File: config.mk
export PLATFORM = sky130hd
export DESIGN_NAME = ic2s_mac
export DESIGN_NICKNAME = d
export VERILOG_FILES = /design/src/design/ic2s_pkg.sv /design/src/design/ic2s_mac.sv
export SDC_FILE = /design/constraint.sdc
export NUM_CORES = 2
export LEC_CHECK = 0
export BUFFER_PORTS_ARGS = -buffer_cell sky130_fd_sc_hd__clkbuf_2
export CORE_MARGIN = 2
export CORE_UTILIZATION = 26
export DETAILED_ROUTE_END_ITERATION = 8
export HOLD_SLACK_MARGIN = 0.12
export PLACE_DENSITY = 0.44
export SYNTH_ARGS = -nofsm -noshare
export SYNTH_HDL_FRONTEND = slang
export SYNTH_SLANG_ARGS = --single-unit
export TNS_END_PERCENT = 1
File: constraint.sdc
create_clock -name clk -period 7.8 [get_ports clk]
set_input_delay 0.39 -clock clk [delete_from_list [all_inputs] [get_ports clk]]
set_output_delay 0.39 -clock clk [all_outputs]
set_load 0.03 [all_outputs]
File: src/design/ic2s_pkg.sv
// Shared constants, types and the coefficient unpacking function for the 3x3 convolution core.
`default_nettype none

package ic2s_pkg;

    localparam int KERNEL_SIZE       = 3;
    localparam int PIX_W             = 8;
    localparam int COEF_W            = 16;
    localparam int ROW_W             = KERNEL_SIZE * COEF_W;
    localparam int WIDTH_REG_W       = 11;
    localparam int HEIGHT_REG_W      = 12;
    localparam int CFG_INDEX_W       = 3;
    localparam int CFG_DATA_W        = ROW_W;
    localparam int MAX_WIDTH_DEFAULT = 1024;
    localparam int RESET_WIDTH       = 1024;
    localparam int RESET_HEIGHT      = 1024;
    localparam int MIN_DIM           = 3;
    localparam int BORDER            = KERNEL_SIZE - 1;
    localparam int PROD_W            = PIX_W + 1 + COEF_W;
    localparam int ROW_SUM_W         = PROD_W + 2;
    localparam int SUM_W             = ROW_SUM_W + 2;
    localparam int OUT_W             = 16;
    localparam int SUM_SHIFT         = 6;
    localparam int OUT_MAX           = 32767;
    localparam int OUT_MIN           = -32768;

    localparam logic [CFG_INDEX_W-1:0] REG_IMAGE_WIDTH  = 3'd0;
    localparam logic [CFG_INDEX_W-1:0] REG_IMAGE_HEIGHT = 3'd1;
    localparam logic [CFG_INDEX_W-1:0] REG_COEFF_TOP    = 3'd2;
    localparam logic [CFG_INDEX_W-1:0] REG_COEFF_MID    = 3'd3;
    localparam logic [CFG_INDEX_W-1:0] REG_COEFF_BOT    = 3'd4;

    typedef logic [PIX_W-1:0]         pix_t;
    typedef logic signed [COEF_W-1:0] coef_t;
    typedef logic [ROW_W-1:0]         coef_row_t;
    typedef pix_t [KERNEL_SIZE-1:0][KERNEL_SIZE-1:0] win_t;
    typedef coef_row_t [KERNEL_SIZE-1:0] coef_bank_t;

    typedef struct packed {
        logic valid;
        logic last;
    } item_t;

    function automatic coef_t coef_at(input coef_row_t row, input int unsigned col);
        return coef_t'(row[col*COEF_W +: COEF_W]);
    endfunction

endpackage

`default_nettype wire

File: src/design/ic2s_mac.sv
// Multiply, row sum, final sum, shift and saturate pipeline with its own output register.
`default_nettype none

module ic2s_mac (
    input  logic                                clk,
    input  logic                                rst_n,
    input  ic2s_pkg::item_t                     item,
    input  ic2s_pkg::win_t                      win,
    input  ic2s_pkg::coef_bank_t                coefs,
    output logic                                item_ready,
    output logic                                out_valid,
    input  logic                                out_stall,
    output logic signed [ic2s_pkg::OUT_W-1:0]   filtered_value,
    output logic                                last_of_frame
);
    import ic2s_pkg::*;

    localparam logic signed [SUM_W-1:0] SAT_HI = SUM_W'(OUT_MAX);
    localparam logic signed [SUM_W-1:0] SAT_LO = SUM_W'(OUT_MIN);

    logic signed [PROD_W-1:0]    prod_reg  [KERNEL_SIZE][KERNEL_SIZE];
    logic signed [PROD_W-1:0]    prod_next [KERNEL_SIZE][KERNEL_SIZE];
    logic signed [ROW_SUM_W-1:0] rsum_reg  [KERNEL_SIZE];
    logic signed [ROW_SUM_W-1:0] rsum_next [KERNEL_SIZE];
    logic signed [SUM_W-1:0]     total;
    logic signed [SUM_W-1:0]     shifted;
    logic signed [OUT_W-1:0]     sat_next;
    logic signed [OUT_W-1:0]     out_val_reg;

    logic p_valid_reg, p_last_reg;
    logic r_valid_reg, r_last_reg;
    logic o_valid_reg, o_last_reg;
    logic p_free, r_free, o_free;

    assign o_free     = !o_valid_reg || !out_stall;
    assign r_free     = !r_valid_reg || o_free;
    assign p_free     = !p_valid_reg || r_free;
    assign item_ready = p_free;

    always_comb
    begin
        for (int r = 0; r < KERNEL_SIZE; r++)
        begin
            for (int k = 0; k < KERNEL_SIZE; k++)
            begin
                prod_next[r][k] = PROD_W'($signed({1'b0, win[r][k]})
                                          * coef_at(coefs[r], k));
            end
        end
    end

    always_comb
    begin
        for (int r = 0; r < KERNEL_SIZE; r++)
        begin
            rsum_next[r] = '0;
            for (int k = 0; k < KERNEL_SIZE; k++)
            begin
                rsum_next[r] = rsum_next[r] + ROW_SUM_W'(prod_reg[r][k]);
            end
        end
    end

    always_comb
    begin
        total = '0;
        for (int r = 0; r < KERNEL_SIZE; r++)
        begin
            total = total + SUM_W'(rsum_reg[r]);
        end
        shifted = total >>> SUM_SHIFT;
        if (shifted > SAT_HI)
        begin
            sat_next = OUT_W'(SAT_HI);
        end
        else if (shifted < SAT_LO)
        begin
            sat_next = OUT_W'(SAT_LO);
        end
        else
        begin
            sat_next = shifted[OUT_W-1:0];
        end
    end

    always_ff @(posedge clk or negedge rst_n)
    begin
        if (!rst_n)
        begin
            p_valid_reg <= 1'b0;
            r_valid_reg <= 1'b0;
            o_valid_reg <= 1'b0;
        end
        else
        begin
            if (p_free)
            begin
                p_valid_reg <= item.valid;
            end
            if (r_free)
            begin
                r_valid_reg <= p_valid_reg;
            end
            if (o_free)
            begin
                o_valid_reg <= r_valid_reg;
            end
        end
    end

    always_ff @(posedge clk)
    begin
        if (p_free && item.valid)
        begin
            prod_reg   <= prod_next;
            p_last_reg <= item.last;
        end
        if (r_free && p_valid_reg)
        begin
            rsum_reg   <= rsum_next;
            r_last_reg <= p_last_reg;
        end
        if (o_free && r_valid_reg)
        begin
            out_val_reg <= sat_next;
            o_last_reg  <= r_last_reg;
        end
    end

    assign out_valid      = o_valid_reg;
    assign filtered_value = out_val_reg;
    assign last_of_frame  = o_last_reg;

endmodule

`default_nettype wire

# == Yosys cells after proc, flatten, opt, wreduce, memory -nomap -nowiden ==
# Cells that the tools add are included.
# word_totals
ff_bits,328
inputBits,221
elab_cells,49
# op_classes
add_sub_neg,8
multipliers,9
magnitude_cmp,2
n_mux,1
reduce_logical,10
# op_table
op,count
$mul 9x16->25,9
$add 26x25->27,3
$add 25x25->26,3
$add 28x27->29,1
$add 27x27->28,1
$gt 23x16->1 const B,1
$lt 23x16->1 const B,1
$mux 16,1
$logic_not 1->1,4
$logic_and 1x1->1,3
$logic_or 1x1->1,3

# == Depth between registers and ports, before layout ==
# logic_depth
word_depth,5
ltp_mapped,22
depth_no_buf,21

# == Least setup slack after synthesis ==
# OpenSTA, ideal clock, no wires.
# synth_path
path_type,register to register
start,reg o_valid_reg (netlist: out_valid)
end,"reg p_last_reg, enable pin"
arrival_time_ns,6.083
required_time_ns,7.186
path_slack_ns,1.104
stages_incl_launch_ff,3
path_buffers,0
period_less_slack_ns,6.696
path_cell_list,dfrtp_1 -> nand4_1 -> and2_1
# synth_via
elab_chain_len,5
# synth_rtl
element,line,text
"start, declared",ic2s_mac.sv:32,"logic o_valid_reg, o_last_reg;"
"start signal, assigned",ic2s_mac.sv:106,o_valid_reg <= r_valid_reg;
$logic_not 1->1,ic2s_mac.sv:35,assign o_free = !o_valid_reg || !out_stall;
$logic_or 1x1->1,ic2s_mac.sv:35,
$logic_or 1x1->1,ic2s_mac.sv:36,assign r_free = !r_valid_reg || o_free;
$logic_or 1x1->1,ic2s_mac.sv:37,assign p_free = !p_valid_reg || r_free;
named net item_ready,ic2s_mac.sv:10,"output logic item_ready,"
$logic_and 1x1->1,ic2s_mac.sv:113,if (p_free && item.valid)
"end signal, assigned",ic2s_mac.sv:116,p_last_reg <= item.last;
"end, declared",ic2s_mac.sv:30,"logic p_valid_reg, p_last_reg;"
# The timed path passes the listed nets, and every way through them passes these cells.
# A chain may end at the register's enable or synchronous reset.

==> metrics.txt <==
Mapped Area=57300 um2; CTS tree=done; Post-Synth XOR/XNOR Area=0.0429; Worst path max stage delay=0.87 ns; commonest non-fill, non-tap cell in the layout=inv_1; Synth Area in Compound Gates=0.0645; Slew Viols, Final=0; clk_skew=0.0537 ns; CP max-delay cell=o41ai_1; gr usage total=0.134; drt first-iter violations=1593; Die Area=224000 um2; Synth Flop Type=edfxtp_1; DR DRC count=0; Die W=473 um; final setup violating endpoints=0; status=finished clean; Req. time, crit path=8.15 ns; Final Critical Period=5.48 ns; FMAX=0.182 GHz; simple-gate portion of the synthesized area=0.141; max FFs per register=225; GRT overflow=0; WP buf/inv=4; gp weighted congestion=0.795; grt met2 use=0.226; CP max FO=16; clock sink total=328; Async SR Flop Fraction=0.00915; initial core utilization=0.261; Worst Tran Pin Value=1.06 ns; Avg Synthesized Cell Area=9.77 um2; fraction of layout cells with a size suffix above 1=0.0588; Post-CTS Setup Inserts=0; Clock Tree Buf Depth=3; Setup TNS Final=0 ns; I/O pin count=240; crit end category=flip-flop; Net Count, Synth=7661; count of distinct cell types in the synthesized netlist=78; commonest cells after routing, fill and taps aside=inv_1, fa_1, and2_1; core region area=219000 um2; busiest grt layer=met2; synthesized flop and latch total=328; worst rel slew slack=0.282; GR Util met1=0.189; crit-path cells=clkbuf_2, nand2_1, fa_1, inv_1, ha_1, ha_1, inv_1, fa_1, inv_1, ha_1, fa_1, a21o_1, a21oi_1, o21bai_1, a21oi_1, o21bai_1, a21oi_1, o21ai_0, o41ai_1, o21ai_0, a21oi_1, xnor2_1; Hold WC Path Type=input pin to flip-flop; Final nets=7864; EDFF count, synth=325; site row count=172; Area Growth Syn to Fin=10.6%; initial antenna violation count=16; Vias/cell=4.28; Synth Area in Adders=0.478; post-detail-place hpwl=124 mm; synthesized netlist cell count=5866; unrepaired setup endpoints after global routing=false; CTS Root Buffer Type=clkbuf_16; number of routed nets with antenna violations=0; Tcrit/Tclk final=0.703; most used cell, CP=a21oi_1; first-pass GRT wire length=236 mm; Reg clk slew, reported paths=0.06 ns; Worst Path Arrival=5.84 ns; number of global-route vias before repair=41000; mean routed wirelength per cell=16.3 um; crit path launch type=input pin; largest net degree at the start of global routing=141; Pre-antenna DRT Iters=7; vias=38400; total of max-cap violations=0; largest family of logic cells by synthesized area=adder cells; final hold viol count=0; final wirelength=147 mm; Port Buffers=239; Die Span Y=473 um; met3 usage=0.0122; mux contribution to synthesized area=0.000524; TritonCTS buffer count=43; warnings from Yosys=0; Synth top area share=0.357; delay-heaviest family, CP=compound AO/OA/AOI/OAI gates; CP Class=input pin to flip-flop; Synth area leaders=fa_1, edfxtp_1, ha_1; Core Util, Final=0.289; Worst-Skew Late Latency=0.62 ns; Synth area leader=fa_1; sequential share of the synthesized area=0.172; H-tree Lvls=2
## kinds of logic after synthesis
logic type               after synthesis
flip-flops                           328
buffers and inverters               1548
AO/OA/AOI/OAI                        537
multiplexers                           3
adder cells (fa/ha/maj)             1575
XOR/XNOR                             281
AND/OR/NAND/NOR                     1594
## final cells by class
class,count,area [um2]
Antenna cell,4,10.0
Clock buffer,47,1090
Clock inverter,33,447
Fill cell,23100,156000
Inverter,1457,5470
Multi-Input combinational cell,3990,41600
Sequential cell,328,9830
Tap cell,2871,3590
Timing Repair Buffer,249,1300
## synthesized netlist by cell type, drive strengths merged (23+ instances only)
cell,instances
nor2,116
a21o,69
o21bai,57
a21oi,184
o21ai,59
nand3,46
or3,23
fa,1022
xnor2,218
edfxtp,325
and3,34
nand2,602
and2,647
nor3,59
clkbuf,86
inv,1457
xor2,63
o211ai,27
ha,552
## path summary, 6_finish.rpt
kind                                   from           endpoint  slack (ns)  cells after the start
worst max-delay path                win[16]      prod_reg[170]        2.32                     22
worst max register to register  rsum_reg[5]  filtered_value[1]        3.22                     15
worst min-delay path              coefs[80]       prod_reg[75]        0.27                      2
min in group asynchronous             rst_n          out_valid        0.64                      3
max in group asynchronous             rst_n        r_valid_reg        7.01                      3
worst min register to register   p_last_reg         r_last_reg        0.42                      0
## metal layers
metal	up-vias	wire length, um
li1	18400	-
met1	19400	70200
met2	442	70800
met3	88	3960
met4	14	1690
met5	-	82
## stage by stage
stage	std cells	hold slack, ns	area, um2	setup slack (ns)
2_1_floorplan	5866	0.0944	57300	1.10
3_3_place_gp	8889	0.191	61800	1.72
3_5_place_dp	8889	0.191	61800	1.75
4_1_cts	8975	0.237	63400	2.41
5_1_grt	8976	0.256	63400	1.96
6_report	8979	0.273	63400	2.32
## repair_timing
| action | 4_1_cts | 5_1_grt |
|---|---|---|
| hold buffers | 6 | 0 |
| setup endpoints to repair | 0 | 0 |
| endpoints found under the hold margin | 7 | 0 |
| gates resized for setup | 0 | 0 |
Power is not shown: default switching activity piles up to over one toggle a cycle in this logic, so the estimate is an artifact.
